### config.mk
export PLATFORM = sky130hd
export DESIGN_NAME = lidar_sector_min_binner
export DESIGN_NICKNAME = d
export VERILOG_FILES = /design/src/hdl/lsmb_pkg.sv /design/src/hdl/lsmb_ram.sv /design/src/hdl/lsmb_front.sv /design/src/hdl/lsmb_queue.sv /design/src/hdl/lsmb_back.sv /design/src/hdl/lidar_sector_min_binner.sv
export SDC_FILE = /design/constraint.sdc
export NUM_CORES = 2
export LEC_CHECK = 0
export BUFFER_PORTS_ARGS = -buffer_cell sky130_fd_sc_hd__clkbuf_2
export CORE_AREA = 4 4 508 510
export DETAILED_ROUTE_END_ITERATION = 16
export DIE_AREA = 0 0 512 514
export SYNTH_ARGS = -nofsm -noshare
export SYNTH_HDL_FRONTEND = slang
export SYNTH_SLANG_ARGS = --single-unit
### constraint.sdc
create_clock -name i_clk -period 7.74 [get_ports i_clk]
set_input_delay 0.387 -clock i_clk [delete_from_list [all_inputs] [get_ports i_clk]]
set_output_delay 0.387 -clock i_clk [all_outputs]
set_load 0.01 [all_outputs]
### src/hdl/lsmb_pkg.sv
`default_nettype none

package lsmb_pkg;

    // geometry of the scan
    localparam int SECTORS     = 36;
    localparam int OUT_SECTORS = 14;
    localparam int MAX_SAMPLES = 4096;
    localparam int SECT_W      = $clog2(SECTORS);
    localparam int CNT_W       = $clog2(MAX_SAMPLES + 1);
    localparam int BCNT_W      = (OUT_SECTORS > 1) ? $clog2(OUT_SECTORS) : 1;

    // field widths
    localparam int START_W = 17;
    localparam int STEP_W  = 13;
    localparam int RANGE_W = 16;
    localparam int INTEN_W = 16;
    localparam int COV_W   = 8;
    localparam int DIST_W  = 13;
    localparam int MEM_W   = RANGE_W + INTEN_W;

    // angle accumulator: start plus up to MAX_SAMPLES steps, plus sign
    localparam int ANGLE_W = $clog2((1 << (START_W - 1)) + MAX_SAMPLES * (1 << (STEP_W - 1))) + 1;
    localparam int ABS_W   = ANGLE_W - 1;

    // centidegrees to degrees, by reciprocal multiply (exact below 2^30)
    localparam int DIV100_MW           = 26;
    localparam logic [DIV100_MW-1:0] DIV100_MUL = 26'd42949673;
    localparam int DIV100_SH           = 32;
    localparam int DEG_W = $clog2(((1 << ABS_W) - 1) / 100 + 1);

    // degrees to whole turns, by reciprocal multiply
    localparam int DIV360_MW           = 24;
    localparam logic [DIV360_MW-1:0] DIV360_MUL = 24'd11930465;
    localparam int DIV360_SH           = 32;
    localparam int TURN_W = $clog2(((1 << ABS_W) - 1) / 100 / 360 + 1);
    localparam int TURN_DEG = 360;
    localparam int MOD_W    = $clog2(TURN_DEG);

    // degrees within a turn to sector, exact below 1024
    localparam int SDIV_MW = 8;
    localparam logic [SDIV_MW-1:0] SDIV_MUL = 8'd205;
    localparam int SDIV_SH = 11;

    // millimetres to centimetres, exact for 16 bit inputs
    localparam int CDIV_MW = 16;
    localparam logic [CDIV_MW-1:0] CDIV_MUL = 16'd52429;
    localparam int CDIV_SH = 19;

    // clamp windows around the sensor limits
    localparam int CLAMP_LO_MM = 50;
    localparam int CLAMP_HI_MM = 1500;

    // sample queue between front and back
    localparam int QDEPTH = 8;
    localparam int QPTR_W = $clog2(QDEPTH);
    localparam int QCNT_W = QPTR_W + 1;

    // configuration port
    localparam int CFG_IDX_W  = 3;
    localparam int CFG_DATA_W = 17;

    typedef enum logic [CFG_IDX_W-1:0] {
        CFG_START_ANGLE,
        CFG_STEP_ANGLE,
        CFG_RANGE_MIN,
        CFG_RANGE_MAX,
        CFG_COVARIANCE
    } t_cfg_idx;

    typedef struct packed {
        logic signed [START_W-1:0] start;
        logic signed [STEP_W-1:0]  step;
        logic [RANGE_W-1:0]        rmin;
        logic [RANGE_W-1:0]        rmax;
        logic [COV_W-1:0]          cov;
    } t_cfg;

    typedef struct packed {
        logic [RANGE_W-1:0] range_mm;
        logic [INTEN_W-1:0] intensity;
        logic               upd;
        logic               last;
        logic               emit;
    } t_meta;

    typedef struct packed {
        logic [SECT_W-1:0] sector;
        t_meta             meta;
    } t_item;

    // output order: sector (SECTORS + 6 - idx) mod SECTORS
    function automatic logic [SECT_W-1:0] burst_sector(input logic [BCNT_W-1:0] idx);
        logic [SECT_W:0] t;
        t = (SECT_W + 1)'(SECTORS + 6) - (SECT_W + 1)'(idx);
        if (t >= (SECT_W + 1)'(SECTORS)) begin
            t = t - (SECT_W + 1)'(SECTORS);
        end
        return t[SECT_W-1:0];
    endfunction

endpackage

`default_nettype wire

### src/hdl/lsmb_ram.sv
`default_nettype none

module lsmb_ram #(
    parameter int WIDTH = 32,
    parameter int DEPTH = 36
) (
    input  logic                     i_clk,
    input  logic                     i_we,
    input  logic [$clog2(DEPTH)-1:0] i_waddr,
    input  logic [WIDTH-1:0]         i_wdata,
    input  logic                     i_re,
    input  logic [$clog2(DEPTH)-1:0] i_raddr,
    output logic [WIDTH-1:0]         o_rdata
);

    logic [WIDTH-1:0] r_mem [DEPTH];
    logic [WIDTH-1:0] r_rdata;

    always_ff @(posedge i_clk) begin
        if (i_we) begin
            r_mem[i_waddr] <= i_wdata;
        end
        if (i_re) begin
            r_rdata <= r_mem[i_raddr];
        end
    end

    assign o_rdata = r_rdata;

endmodule

`default_nettype wire

### src/hdl/lsmb_front.sv
`default_nettype none

module lsmb_front (
    input  logic                        i_clk,
    input  logic                        i_rst_n,
    input  lsmb_pkg::t_cfg              i_cfg,
    input  logic                        i_in_valid,
    output logic                        o_in_ready,
    input  logic [lsmb_pkg::RANGE_W-1:0] i_range_mm,
    input  logic [lsmb_pkg::INTEN_W-1:0] i_intensity,
    input  logic                        i_last,
    input  logic                        i_pop,
    output logic                        o_push,
    output lsmb_pkg::t_item             o_item
);
    import lsmb_pkg::*;

    logic [QCNT_W-1:0]         r_credit;
    logic [CNT_W-1:0]          r_count;
    logic [CNT_W-1:0]          n_count;
    logic [3:0]                r_mod10;
    logic [3:0]                n_mod10;
    logic signed [ANGLE_W-1:0] r_angle;
    logic signed [ANGLE_W-1:0] ang_use;
    logic signed [ANGLE_W-1:0] ang_mag;
    logic                      accept;
    logic                      binned;
    t_meta                     meta_in;

    // angle to sector pipeline
    logic                          r_s1_valid, r_s2_valid, r_s3_valid, r_s4_valid;
    t_meta                         r_s1_meta, r_s2_meta, r_s3_meta, r_s4_meta;
    logic                          r_s1_neg, r_s2_neg, r_s3_neg;
    logic [ABS_W-1:0]              r_s1_abs;
    logic [DEG_W-1:0]              r_s2_deg, r_s3_deg;
    logic [TURN_W-1:0]             r_s3_turn;
    logic [MOD_W-1:0]              r_s4_mod;
    logic [ABS_W+DIV100_MW-1:0]    prod_deg;
    logic [DEG_W+DIV360_MW-1:0]    prod_turn;
    logic [DEG_W-1:0]              rem_deg;
    logic [MOD_W-1:0]              rem_mod;
    logic [MOD_W-1:0]              n_mod;
    logic [MOD_W+SDIV_MW-1:0]      prod_sect;

    assign o_in_ready = (r_credit != '0);
    assign accept     = i_in_valid && o_in_ready;
    assign binned     = (r_count < CNT_W'(MAX_SAMPLES));

    always_comb begin
        ang_use = (r_count == '0) ? ANGLE_W'(i_cfg.start) : r_angle;
        ang_mag = ang_use[ANGLE_W-1] ? -ang_use : ang_use;
        n_count = binned ? CNT_W'(r_count + 1'b1) : r_count;
        if (!binned) begin
            n_mod10 = r_mod10;
        end else if (r_mod10 == 4'd9) begin
            n_mod10 = '0;
        end else begin
            n_mod10 = r_mod10 + 4'd1;
        end
        meta_in.range_mm  = i_range_mm;
        meta_in.intensity = i_intensity;
        meta_in.upd       = binned && (i_intensity != '0);
        meta_in.last      = i_last;
        meta_in.emit      = (n_count != '0) && (n_mod10 == '0);
    end

    always_comb begin
        prod_deg  = (ABS_W + DIV100_MW)'(r_s1_abs) * (ABS_W + DIV100_MW)'(DIV100_MUL);
        prod_turn = (DEG_W + DIV360_MW)'(r_s2_deg) * (DEG_W + DIV360_MW)'(DIV360_MUL);
        rem_deg   = r_s3_deg - DEG_W'(r_s3_turn) * DEG_W'(TURN_DEG);
        rem_mod   = rem_deg[MOD_W-1:0];
        // negative angles count back from a full turn
        n_mod     = (r_s3_neg && rem_mod != '0) ? MOD_W'(TURN_DEG) - rem_mod : rem_mod;
        prod_sect = (MOD_W + SDIV_MW)'(r_s4_mod) * (MOD_W + SDIV_MW)'(SDIV_MUL);
    end

    always_ff @(posedge i_clk) begin
        if (!i_rst_n) begin
            r_credit   <= QCNT_W'(QDEPTH);
            r_count    <= '0;
            r_mod10    <= '0;
            r_s1_valid <= 1'b0;
            r_s2_valid <= 1'b0;
            r_s3_valid <= 1'b0;
            r_s4_valid <= 1'b0;
        end else begin
            r_credit   <= QCNT_W'(r_credit - QCNT_W'(accept) + QCNT_W'(i_pop));
            r_s1_valid <= accept;
            r_s2_valid <= r_s1_valid;
            r_s3_valid <= r_s2_valid;
            r_s4_valid <= r_s3_valid;
            if (accept) begin
                if (i_last) begin
                    r_count <= '0;
                    r_mod10 <= '0;
                end else begin
                    r_count <= n_count;
                    r_mod10 <= n_mod10;
                end
            end
        end
    end

    always_ff @(posedge i_clk) begin
        if (accept && binned) begin
            r_angle <= ang_use + ANGLE_W'(i_cfg.step);
        end
        r_s1_meta <= meta_in;
        r_s1_neg  <= ang_use[ANGLE_W-1];
        r_s1_abs  <= ang_mag[ABS_W-1:0];
        r_s2_meta <= r_s1_meta;
        r_s2_neg  <= r_s1_neg;
        r_s2_deg  <= prod_deg[DIV100_SH +: DEG_W];
        r_s3_meta <= r_s2_meta;
        r_s3_neg  <= r_s2_neg;
        r_s3_deg  <= r_s2_deg;
        r_s3_turn <= prod_turn[DIV360_SH +: TURN_W];
        r_s4_meta <= r_s3_meta;
        r_s4_mod  <= n_mod;
    end

    assign o_push        = r_s4_valid;
    assign o_item.sector = prod_sect[SDIV_SH +: SECT_W];
    assign o_item.meta   = r_s4_meta;

endmodule

`default_nettype wire

### src/hdl/lsmb_queue.sv
`default_nettype none

module lsmb_queue (
    input  logic            i_clk,
    input  logic            i_rst_n,
    input  logic            i_push,
    input  lsmb_pkg::t_item i_item,
    input  logic            i_pop,
    output lsmb_pkg::t_item o_item,
    output logic            o_empty
);
    import lsmb_pkg::*;

    t_item             r_buf [QDEPTH];
    logic [QPTR_W-1:0] r_wptr;
    logic [QPTR_W-1:0] r_rptr;
    logic [QCNT_W-1:0] r_count;

    always_ff @(posedge i_clk) begin
        if (!i_rst_n) begin
            r_wptr  <= '0;
            r_rptr  <= '0;
            r_count <= '0;
        end else begin
            if (i_push) begin
                r_wptr <= QPTR_W'(r_wptr + 1'b1);
            end
            if (i_pop) begin
                r_rptr <= QPTR_W'(r_rptr + 1'b1);
            end
            r_count <= QCNT_W'(r_count + QCNT_W'(i_push) - QCNT_W'(i_pop));
        end
    end

    always_ff @(posedge i_clk) begin
        if (i_push) begin
            r_buf[r_wptr] <= i_item;
        end
    end

    assign o_item  = r_buf[r_rptr];
    assign o_empty = (r_count == '0);

    // front credits keep the queue from overflowing
    a_no_overflow: assert property (@(posedge i_clk) disable iff (!i_rst_n)
        i_push |-> (r_count != QCNT_W'(QDEPTH)))
        else $error("queue push while full");

    a_no_underflow: assert property (@(posedge i_clk) disable iff (!i_rst_n)
        i_pop |-> (r_count != '0))
        else $error("queue pop while empty");

endmodule

`default_nettype wire

### src/hdl/lsmb_back.sv
`default_nettype none

module lsmb_back (
    input  logic                        i_clk,
    input  logic                        i_rst_n,
    input  lsmb_pkg::t_cfg              i_cfg,
    input  lsmb_pkg::t_item             i_item,
    input  logic                        i_empty,
    output logic                        o_pop,
    output logic                        o_out_valid,
    input  logic                        i_out_ready,
    output logic [lsmb_pkg::SECT_W-1:0]  o_sector_index,
    output logic [lsmb_pkg::DIST_W-1:0]  o_distance_cm,
    output logic [lsmb_pkg::COV_W-1:0]   o_covariance_out,
    output logic [lsmb_pkg::INTEN_W-1:0] o_peak_intensity,
    output logic                        o_last_out
);
    import lsmb_pkg::*;

    typedef enum logic {
        ST_RUN,
        ST_BURST
    } t_state;

    t_state             r_state;
    logic [SECTORS-1:0] r_hit;
    logic [SECTORS-1:0] n_hit;
    logic               hit_clear;

    // update stage
    logic               r_w_valid;
    t_item              r_w;
    logic               r_fwd_vld;
    logic [SECT_W-1:0]  r_fwd_sec;
    logic [MEM_W-1:0]   r_fwd_data;

    // burst: read, clamp, scale
    logic [BCNT_W-1:0]  r_bcnt;
    logic               r_rd_pend;
    logic [SECT_W-1:0]  r_rd_sec;
    logic               r_rd_hit;
    logic               r_rd_last;
    logic               r_cl_valid;
    logic [SECT_W-1:0]  r_cl_sec;
    logic               r_cl_hit;
    logic               r_cl_last;
    logic [RANGE_W-1:0] r_cl_range;
    logic [INTEN_W-1:0] r_cl_peak;
    logic               r_out_valid;
    logic [SECT_W-1:0]  r_out_sec;
    logic [DIST_W-1:0]  r_out_dist;
    logic [COV_W-1:0]   r_out_cov;
    logic [INTEN_W-1:0] r_out_peak;
    logic               r_out_last;

    logic                      pop;
    logic                      issue;
    logic                      out_fire;
    logic                      burst_end;
    logic [SECT_W-1:0]         bsec;
    logic                      ram_re;
    logic                      ram_we;
    logic [SECT_W-1:0]         ram_raddr;
    logic [MEM_W-1:0]          ram_rdata;
    logic [MEM_W-1:0]          ram_wdata;
    logic [MEM_W-1:0]          stored;
    logic                      w_hit;
    logic [RANGE_W-1:0]        cur_min, new_min, rd_min, clamped;
    logic [INTEN_W-1:0]        cur_peak, new_peak, rd_peak;
    logic [RANGE_W:0]          rd_ext, mn_ext, mx_ext;
    logic                      near_min, near_max;
    logic [RANGE_W+CDIV_MW-1:0] prod_cm;

    assign out_fire  = r_out_valid && i_out_ready;
    assign pop       = (r_state == ST_RUN) && !i_empty && !(r_w_valid && r_w.meta.last);
    assign bsec      = burst_sector(r_bcnt);
    assign issue     = (r_state == ST_BURST) && !r_rd_pend && !r_cl_valid &&
                       (!r_out_valid || out_fire);
    assign burst_end = (r_bcnt == BCNT_W'(OUT_SECTORS - 1));
    assign ram_re    = pop || issue;
    assign ram_raddr = (r_state == ST_RUN) ? i_item.sector : bsec;

    // read-modify-write, forwarding the write of the previous cycle
    always_comb begin
        w_hit     = r_hit[r_w.sector];
        stored    = (r_fwd_vld && r_fwd_sec == r_w.sector) ? r_fwd_data : ram_rdata;
        cur_min   = w_hit ? stored[MEM_W-1 -: RANGE_W] : '1;
        cur_peak  = w_hit ? stored[INTEN_W-1:0] : '0;
        new_min   = (r_w.meta.range_mm < cur_min) ? r_w.meta.range_mm : cur_min;
        new_peak  = (r_w.meta.intensity > cur_peak) ? r_w.meta.intensity : cur_peak;
        ram_we    = r_w_valid && r_w.meta.upd;
        ram_wdata = {new_min, new_peak};
    end

    // hit flags: set by each update, all cleared when a scan ends without a burst, or as its burst ends
    always_comb begin
        hit_clear = ((r_state == ST_RUN) && r_w_valid && r_w.meta.last && !r_w.meta.emit) ||
                    ((r_state == ST_BURST) && issue && burst_end);
        n_hit = r_hit;
        if (ram_we) begin
            n_hit[r_w.sector] = 1'b1;
        end
        if (hit_clear) begin
            n_hit = '0;
        end
    end

    // clamp to the sensor limits when just outside them
    always_comb begin
        rd_min   = ram_rdata[MEM_W-1 -: RANGE_W];
        rd_peak  = ram_rdata[INTEN_W-1:0];
        rd_ext   = (RANGE_W + 1)'(rd_min);
        mn_ext   = (RANGE_W + 1)'(i_cfg.rmin);
        mx_ext   = (RANGE_W + 1)'(i_cfg.rmax);
        near_min = (rd_ext < mn_ext) && (rd_ext + (RANGE_W + 1)'(CLAMP_LO_MM) > mn_ext);
        near_max = (rd_ext > mx_ext) && (rd_ext < mx_ext + (RANGE_W + 1)'(CLAMP_HI_MM));
        if (near_min) begin
            clamped = i_cfg.rmin;
        end else if (near_max) begin
            clamped = i_cfg.rmax;
        end else begin
            clamped = rd_min;
        end
        prod_cm = (RANGE_W + CDIV_MW)'(r_cl_range) * (RANGE_W + CDIV_MW)'(CDIV_MUL);
    end

    lsmb_ram #(
        .WIDTH (MEM_W),
        .DEPTH (SECTORS)
    ) u_sector_ram (
        .i_clk   (i_clk),
        .i_we    (ram_we),
        .i_waddr (r_w.sector),
        .i_wdata (ram_wdata),
        .i_re    (ram_re),
        .i_raddr (ram_raddr),
        .o_rdata (ram_rdata)
    );

    always_ff @(posedge i_clk) begin
        if (!i_rst_n) begin
            r_state     <= ST_RUN;
            r_hit       <= '0;
            r_w_valid   <= 1'b0;
            r_fwd_vld   <= 1'b0;
            r_bcnt      <= '0;
            r_rd_pend   <= 1'b0;
            r_cl_valid  <= 1'b0;
            r_out_valid <= 1'b0;
        end else begin
            r_w_valid  <= pop;
            if (pop) begin
                r_w <= i_item;
            end
            r_fwd_vld  <= ram_we;
            r_fwd_sec  <= r_w.sector;
            r_fwd_data <= ram_wdata;
            r_hit      <= n_hit;

            case (r_state)
                ST_RUN: begin
                    if (r_w_valid && r_w.meta.last && r_w.meta.emit) begin
                        r_state <= ST_BURST;
                        r_bcnt  <= '0;
                    end
                end
                ST_BURST: begin
                    if (issue) begin
                        r_bcnt <= BCNT_W'(r_bcnt + 1'b1);
                        if (burst_end) begin
                            r_state <= ST_RUN;
                        end
                    end
                end
                default: begin
                    r_state <= ST_RUN;
                end
            endcase

            r_rd_pend <= issue;
            if (issue) begin
                r_rd_sec  <= bsec;
                r_rd_hit  <= r_hit[bsec];
                r_rd_last <= burst_end;
            end

            r_cl_valid <= r_rd_pend;
            if (r_rd_pend) begin
                r_cl_sec   <= r_rd_sec;
                r_cl_hit   <= r_rd_hit;
                r_cl_last  <= r_rd_last;
                r_cl_range <= clamped;
                r_cl_peak  <= rd_peak;
            end

            if (r_cl_valid) begin
                r_out_valid <= 1'b1;
                r_out_sec   <= r_cl_sec;
                r_out_dist  <= r_cl_hit ? prod_cm[CDIV_SH +: DIST_W] : '0;
                r_out_cov   <= r_cl_hit ? i_cfg.cov : '0;
                r_out_peak  <= r_cl_hit ? r_cl_peak : '0;
                r_out_last  <= r_cl_last;
            end else if (out_fire) begin
                r_out_valid <= 1'b0;
            end
        end
    end

    assign o_pop            = pop;
    assign o_out_valid      = r_out_valid;
    assign o_sector_index   = r_out_sec;
    assign o_distance_cm    = r_out_dist;
    assign o_covariance_out = r_out_cov;
    assign o_peak_intensity = r_out_peak;
    assign o_last_out       = r_out_last;

    // a burst read is only issued when the result register will be free
    a_rd_out_free: assert property (@(posedge i_clk) disable iff (!i_rst_n)
        r_rd_pend |-> !r_out_valid)
        else $error("burst read lands on a full result register");

    a_cl_out_free: assert property (@(posedge i_clk) disable iff (!i_rst_n)
        r_cl_valid |-> !r_out_valid)
        else $error("clamp stage overwrites a pending result");

    a_burst_quiet: assert property (@(posedge i_clk) disable iff (!i_rst_n)
        (r_state == ST_BURST) |-> (!r_w_valid && !ram_we))
        else $error("sector update during result burst");

endmodule

`default_nettype wire

### src/hdl/lidar_sector_min_binner.sv
`default_nettype none

// channel   | direction | handshake                  | payload
// ----------+-----------+----------------------------+---------------------------------------
// sample    | in        | i_in_valid / o_in_ready    | i_range_mm, i_intensity, i_last
// sector    | out       | o_out_valid / i_out_ready  | o_sector_index, o_distance_cm,
//           |           |                            | o_covariance_out, o_peak_intensity,
//           |           |                            | o_last_out
// config    | in        | i_cfg_we (no wait)         | i_cfg_index, i_cfg_data
//
// a sample request can be taken every cycle while credits remain; the front turns the angle
// into a sector by two reciprocal multiplies, a turn remainder and a sector multiply
// the back does one sector read-modify-write per cycle in run state on a 36 entry 2-port RAM
// a scan end that emits gives 14 results, each read, clamped and scaled before the next read
// samples keep being taken during that burst until the 8 entry queue and credits run out
// reset is synchronous, active low; sector contents are masked by per-sector hit flags,
// so no clearing pass is needed and the block is ready in the cycle after reset

module lidar_sector_min_binner (
    input  logic                         i_clk,
    input  logic                         i_rst_n,
    // configuration
    input  logic                         i_cfg_we,
    input  logic [lsmb_pkg::CFG_IDX_W-1:0]  i_cfg_index,
    input  logic [lsmb_pkg::CFG_DATA_W-1:0] i_cfg_data,
    // samples
    input  logic                         i_in_valid,
    output logic                         o_in_ready,
    input  logic [lsmb_pkg::RANGE_W-1:0]  i_range_mm,
    input  logic [lsmb_pkg::INTEN_W-1:0]  i_intensity,
    input  logic                         i_last,
    // sector results
    output logic                         o_out_valid,
    input  logic                         i_out_ready,
    output logic [lsmb_pkg::SECT_W-1:0]   o_sector_index,
    output logic [lsmb_pkg::DIST_W-1:0]   o_distance_cm,
    output logic [lsmb_pkg::COV_W-1:0]    o_covariance_out,
    output logic [lsmb_pkg::INTEN_W-1:0]  o_peak_intensity,
    output logic                         o_last_out
);
    import lsmb_pkg::*;

    t_cfg  r_cfg;
    t_item front_item;
    t_item queue_item;
    logic  front_push;
    logic  queue_empty;
    logic  back_pop;

    // config registers; start angle only takes hold at the next scan start
    always_ff @(posedge i_clk) begin
        if (!i_rst_n) begin
            r_cfg.start <= '0;
            r_cfg.step  <= STEP_W'(100);
            r_cfg.rmin  <= '0;
            r_cfg.rmax  <= '1;
            r_cfg.cov   <= COV_W'(10);
        end else if (i_cfg_we) begin
            case (i_cfg_index)
                CFG_START_ANGLE: r_cfg.start <= i_cfg_data[START_W-1:0];
                CFG_STEP_ANGLE:  r_cfg.step  <= i_cfg_data[STEP_W-1:0];
                CFG_RANGE_MIN:   r_cfg.rmin  <= i_cfg_data[RANGE_W-1:0];
                CFG_RANGE_MAX:   r_cfg.rmax  <= i_cfg_data[RANGE_W-1:0];
                CFG_COVARIANCE:  r_cfg.cov   <= i_cfg_data[COV_W-1:0];
                default: begin
                    // unmapped index, write dropped
                end
            endcase
        end
    end

    // front: angle tracking, sample count, sector lookup, credit flow control
    lsmb_front u_front (
        .i_clk       (i_clk),
        .i_rst_n     (i_rst_n),
        .i_cfg       (r_cfg),
        .i_in_valid  (i_in_valid),
        .o_in_ready  (o_in_ready),
        .i_range_mm  (i_range_mm),
        .i_intensity (i_intensity),
        .i_last      (i_last),
        .i_pop       (back_pop),
        .o_push      (front_push),
        .o_item      (front_item)
    );

    // short queue so the front keeps taking samples during a result burst
    lsmb_queue u_queue (
        .i_clk   (i_clk),
        .i_rst_n (i_rst_n),
        .i_push  (front_push),
        .i_item  (front_item),
        .i_pop   (back_pop),
        .o_item  (queue_item),
        .o_empty (queue_empty)
    );

    // back: per-sector min/peak update and end-of-scan result burst
    lsmb_back u_back (
        .i_clk            (i_clk),
        .i_rst_n          (i_rst_n),
        .i_cfg            (r_cfg),
        .i_item           (queue_item),
        .i_empty          (queue_empty),
        .o_pop            (back_pop),
        .o_out_valid      (o_out_valid),
        .i_out_ready      (i_out_ready),
        .o_sector_index   (o_sector_index),
        .o_distance_cm    (o_distance_cm),
        .o_covariance_out (o_covariance_out),
        .o_peak_intensity (o_peak_intensity),
        .o_last_out       (o_last_out)
    );

endmodule

`default_nettype wire
After elaboration in Yosys (flattened, before gate mapping)
Memories as Yosys holds them, arrays and structs flattened. A register that Yosys moved wholly into a read port is not among the register bits.
Index checks and enable logic that the tools add are counted.
Widths: inputs -> output; s select.
{ "word_totals": {"ff_bits": 563, "ramBits": 1480, "inputBits": 58, "output_inout_bits": 46, "wordCells": 210, "memories": 2} }
{ "classes": {"add_sub_neg": 17, "mul": 5, "order_cmp": 11, "eq_ne": 9, "n_mux": 38, "n_bitwise": 3, "n_reduce_logical": 52} }
{ "memory_table": {"columns": ["memory", "depth", "word_bits", "rd", "rd_clocked_by_memory_dff", "write_ports", "line_no", "text"], "rows": [
  ["u_back.u_sector_ram.r_mem", 36, 32, 1, 1, 1, "lsmb_ram.sv:16", "logic [WIDTH-1:0] r_mem [DEPTH];"],
  ["u_queue.r_buf", 8, 41, 1, 1, 1, "lsmb_queue.sv:14", "t_item r_buf [QDEPTH];"]
]} }
{ "ops": {"columns": ["op", "count"], "rows": [
  ["$mux 16", 6],
  ["$mul 25x26->51 const B", 1],
  ["$mul 19x24->42 const B", 1],
  ["$or 36x36->36", 1],
  ["$gt 16x16->1", 2],
  ["$lt 16x16->1", 2],
  ["$mul 16x16->32 const B", 1],
  ["$mux 32", 1],
  ["$add 26x13->26", 1],
  ["$mux 13", 2],
  ["$mux 26", 1],
  ["$mux 25", 1],
  ["$neg 25->25", 1],
  ["$logic_and 1x1->1", 23],
  ["$mux 4", 5],
  ["$reduce_and 2->1", 10],
  ["$add 16x11->17 const B", 1],
  ["$add 16x6->17 const B", 1],
  ["$gt 17x16->1", 1],
  ["$lt 16x17->1", 1],
  ["$mul 9x8->17 const B", 1],
  ["$reduce_bool 16->1", 1],
  ["$lt 6x7->1 const B", 2],
  ["$add 13x1->13 const B", 1],
  ["37 further kinds", 67]
]} }

Longest topological paths before layout
{ "logic_depth": {"ltp_word": 8, "depth_mapped": 26, "mapped_depth_nobuf": 26} }

Modules after synthesis
A second synthesis with hierarchy kept.
{ "hier_totals": {"hier_cells": 7020, "hier_area_um2": 103265.3} }
{ "modules_own_cells": {"columns": ["mod", "instances", "cells_per_inst", "area_each_um2", "seq_area_each_um2"], "rows": [
  ["lsmb_ram", 1, 2345, 46046.7, 35554.1],
  ["lsmb_front", 1, 2358, 24738.7, 5505.3],
  ["lsmb_back", 1, 1507, 16434.5, 6055.8],
  ["lsmb_queue", 1, 541, 13242.7, 10109.7],
  ["lidar_sector_min_binner", 1, 269, 2802.7, 1401.3]
]} }

Worst setup path before layout
Ideal clock, no wire load.
{ "synth_timing": {"path_type": "reg2reg", "startpoint": "register u_front.r_s1_abs[8]", "endpoint": "register u_front.r_s2_deg[17]", "setup_time_ns": 0.119, "arrival_ns": 6.302, "required_ns": 7.621, "slack_ns": 1.320, "path_stages_with_launch": 25, "path_buffers": 0, "period_less_slack_ns": 6.420, "cell_sequence": "dfxtp_1 -> inv_1 -> fa_1 -> fa_1 -> inv_1 -> fa_1 -> inv_1 -> fa_1 -> inv_1 -> fa_1 -> fa_1 -> inv_1 -> fa_1 -> inv_1 -> ha_1 -> o21a_1 -> o21bai_1 -> a2111oi_0 -> nor2b_1 -> o21ai_0 -> o211ai_1 -> nand3_1 -> a31oi_1 -> a21oi_1 -> xnor2_1"} }
{ "synth_via": {"elab_chain_len": 1} }
{ "synth_lines": {"columns": ["item", "line_no", "text"], "rows": [
  ["from (decl)", "lsmb_front.sv:34", "logic [ABS_W-1:0] r_s1_abs;"],
  ["from (signal assigned)", "lsmb_front.sv:110", "r_s1_abs <= ang_mag[ABS_W-1:0];"],
  ["$mul 25x26->51", "lsmb_front.sv:68", "prod_deg = (ABS_W + DIV100_MW)'(r_s1_abs) * (ABS_W + DIV100_MW)'(DIV100_MUL);"],
  ["net u_front.prod_deg[49]", "lsmb_front.sv:38", "logic [ABS_W+DIV100_MW-1:0] prod_deg;"],
  ["to (signal assigned)", "lsmb_front.sv:113", "r_s2_deg <= prod_deg[DIV100_SH +: DEG_W];"],
  ["to (decl)", "lsmb_front.sv:35", "logic [DEG_W-1:0] r_s2_deg, r_s3_deg;"]
]} }
The timed path passes the listed nets, and every way through them passes these cells.
A chain may end at the register's enable or synchronous reset.

Worst setup path after layout
{ "layout_timing": {"startpoint": "register u_front.r_s1_abs[7]", "endpoint": "register u_front.r_s2_deg[17]"} }
The elaborated chain is that of the path after synthesis.

==> metrics.yaml <==
critical_path:
  crit_top_cell: "fa_1"
  crit_arrival_ps: 7810
  start_kind: "register"
  critPathMaxFanout: 8
  endpoint_kind: "register"
  cp_top_family: "adder cells"
  cp_slowest_cell: "a2111oi_1"
  path_cells: "inv_1 > fa_1 > fa_1 > inv_1 > fa_1 > inv_1 > fa_1 > inv_1 > fa_1 > fa_1 > inv_1 > fa_1 > inv_1 > ha_1 > o21a_1 > o21bai_1 > a2111oi_1 > nand3_1 > o211ai_1 > nand3_1 > a31oi_1 > a21oi_1 > xnor2_1"
  critPathBufInv: 6
  slowest_delay_ps: 600
  worstSetupPathType: "register to register"
  critPathRequiredTime_ps: 8450
synth:
  ys_ff_latch: 2074
  async_reset_ff_frac: 0
  synth.largest_area_cell: "edfxtp_1"
  syn_inst: 6530
  netlist_area_mm2: 0.101
  synth_nets: 7717
  ys.warnings.count: 0
  synthFlopType: "edfxtp_1"
  synth_top_area_frac: 0.509
  synth_area_per_cell_um2: 15.5
  synth_edf_count: 1709
  post_synth_num_cell_types: 95
  synthTopCellsByArea: "edfxtp_1 51%, ha_1 8.8%, mux4_2 8.5%"
  synth-seq-area-share: 0.581
floorplanning:
  io-pin-count: 104
  dieArea_mm2: 0.263
  die_y_um: 514
  core_mm2: 0.253
  rows: 185
  initial_utilization: 0.398
  die_w_um: 512
drt:
  vias: 54900
  wl_met3_mm: 11.9
  top_layer: "met4"
  routedWlPerCell_um: 23.8
  finalWirelength_mm: 246
  avgViaCountPerCell: 5.31
  drcViolationCount: 0
  met1_length_mm: 106
  dr.first_iter.drc_count: 4290
  dr.pass1.iters: 8
  ant_nets: 0
  wl_met2_mm: 123
clock_tree:
  cts_tree: "yes"
  htreeDepth: 4
  clock_path_buffers: 3
  post-cts-setup-buffers: 0
  cts.sinks: 2074
  root_buffer: "clkbuf_16"
  clock_latency_ps: 880
  path_clk_slew_ps: 60
  cts_buffers: 203
sta:
  timing.final.hold_violations: 0
  period_needed_ps: 7100
  maxSlewViolCount: 0
  relSlewSlack: 0.0783
  rsz0062_at_grt: "no"
  tightest_slew_ps: 1350
  period_share: 0.917
  fmax_ghz: 0.141
  skew_ps: 90.8
  hold_ws_ps: 92.9
  setup_viol: 0
  finalSetupTns_ps: 0
placed_design:
  dp_hpwl_mm: 163
  portBuffers: 103
  gp_congestion: 0.871
  dp_cells: 9920
global_route:
  grt_max_degree: 80
  grt_usage: 0.188
  grt_pass1_vias: 57600
  grt_pass1_wl_mm: 372
  gr-total-overflow: 0
  antenna_found_initial: 2
worst_hold_path:
  hold_path.class: "input port to register"
final_layout:
  layout.cells.non_filler: 10400
  n_fill_cell: 22100
  area_growth_pct: 12.5
  final_core_util: 0.448
  drive_above_1_share: 0.164
  layout.nets: 7997
flow_run:
  drv_cap: 0
outcome:
  status: "finished clean"
[routing by layer]
metal,GRT usage,vias to the layer above
li1,-,24500
met1,0.253,28700
met2,0.323,1379
met3,0.0245,320
met4,0.0476,0
met5,0,-
[worst paths after layout]
check,start,endpoint,slack [ps],cells past startpoint
max,u_front.r_s1_abs[7],u_front.r_s2_deg[17],640,23
min,i_rst_n,u_back.r_state,90,3
max reg2reg,u_front.r_s1_abs[7],u_front.r_s2_deg[17],640,23
min reg2reg,u_front.r_s2_meta[21],u_front.r_s3_meta[21],320,0
[logic make-up after synthesis]
family / share of synthesized area
DFF: 0.581
xor gates and xnor gates: 0.0134
AOI/OAI and AO/OA: 0.0457
adders and majority gates: 0.171
and+or+nand+nor: 0.0438
buffers and inverters: 0.0411
muxes: 0.104
[worst register-to-register path, stage by stage, from the launching register on]
cell and delay, ps:
dfxtp_1 530, inv_1 180, fa_1 490, fa_1 560, inv_1 50, fa_1 480
inv_1 60, fa_1 500, inv_1 60, fa_1 500, fa_1 500, inv_1 50
fa_1 480, inv_1 40, ha_1 340, o21a_1 160, o21bai_1 60, a2111oi_1 600
nand3_1 170, o211ai_1 410, nand3_1 180, a31oi_1 320, a21oi_1 140, xnor2_1 150
[sequential cells by signal, summed over array words and instances, names as in the netlist, 16 cells and up, named ones only]
name / flops
u_front.r_s1_abs: 25
u_back.r_hit: 36
u_back.r_cl_peak: 16
u_back.u_sector_ram.o_rdata: 32
u_front.r_s2_deg: 19
u_front.r_s1_meta: 35
u_back.o_peak_intensity: 16
u_queue.r_buf: 328
u_front.r_angle: 26
u_back.r_fwd_data: 32
r_cfg: 70
u_front.r_s2_meta: 35
u_front.o_item: 35
u_back.u_sector_ram.r_mem: 1152
u_back.r_w: 41
u_front.r_s3_meta: 35
u_back.r_cl_range: 16
[per-stage QoR]
stage                     cell area [um2]  setup WS (ps)
final                              114000            644
after global routing               114000            138
after CTS                          114000            514
after detailed placement           106000            518
after global placement             106000            613
after floorplan                    101000           1320
[what timing repair did]
item	4_1_cts	5_1_grt
gates resized for setup	0	1
endpoints found under the hold margin	107	0
setup endpoints to repair	0	1
hold buffers	51	0
[synthesized netlist by cell type, types with 17 or more instances]
| cell type | n |
|---|---|
| nand2_1 | 391 |
| o21ai_0 | 74 |
| dfxtp_1 | 365 |
| and2_1 | 50 |
| or2_2 | 26 |
| buf_2 | 54 |
| nand3_1 | 72 |
| nor2b_1 | 47 |
| and3_1 | 24 |
| xor2_1 | 52 |
| mux2i_1 | 129 |
| mux2_2 | 50 |
| clkbuf_1 | 85 |
| buf_6 | 19 |
| a21oi_1 | 178 |
| nor3_1 | 47 |
| xnor2_1 | 102 |
| inv_1 | 816 |
| fa_1 | 417 |
| mux4_2 | 382 |
| nor2_1 | 184 |
| o211ai_1 | 24 |
| o22ai_1 | 29 |
| nand4_1 | 29 |
| ha_1 | 712 |
| a32o_1 | 28 |
| o221ai_1 | 17 |
| o21a_1 | 60 |
| buf_1 | 26 |
| edfxtp_1 | 1709 |
| a211oi_1 | 34 |
| a21o_1 | 55 |
[placed cells by master, fill, tap and decap left out, types with 52 or more instances in the layout]
cell / n
o21a_1: 60
fa_1: 417
xnor2_1: 102
dfxtp_1: 362
o21ai_0: 74
mux2i_1: 99
xor2_1: 52
clkbuf_16: 211
mux4_2: 382
ha_1: 712
clkbuf_2: 103
nor2_1: 140
a21o_1: 53
buf_4: 116
edfxtp_1: 1709
nand2_1: 390
nand3_1: 72
a21oi_1: 176
inv_1: 816
[cell type report]
cell class / count / area [um2] / share of cell area
inverter: 818 / 3070 / 0.0271
clock buffer: 273 / 5690 / 0.0501
clock inverter: 106 / 1030 / 0.00909
sequential: 2074 / 58600 / 0.516
timing repair buffer: 276 / 2030 / 0.0179
tap: 3366 / 4210 / 0.0371
antenna: 2 / 5.00 / 0.0000441
multi-input combinational: 3437 / 38900 / 0.342
Power is not shown: default switching activity piles up to over one toggle a cycle in this logic, so the estimate is an artifact.
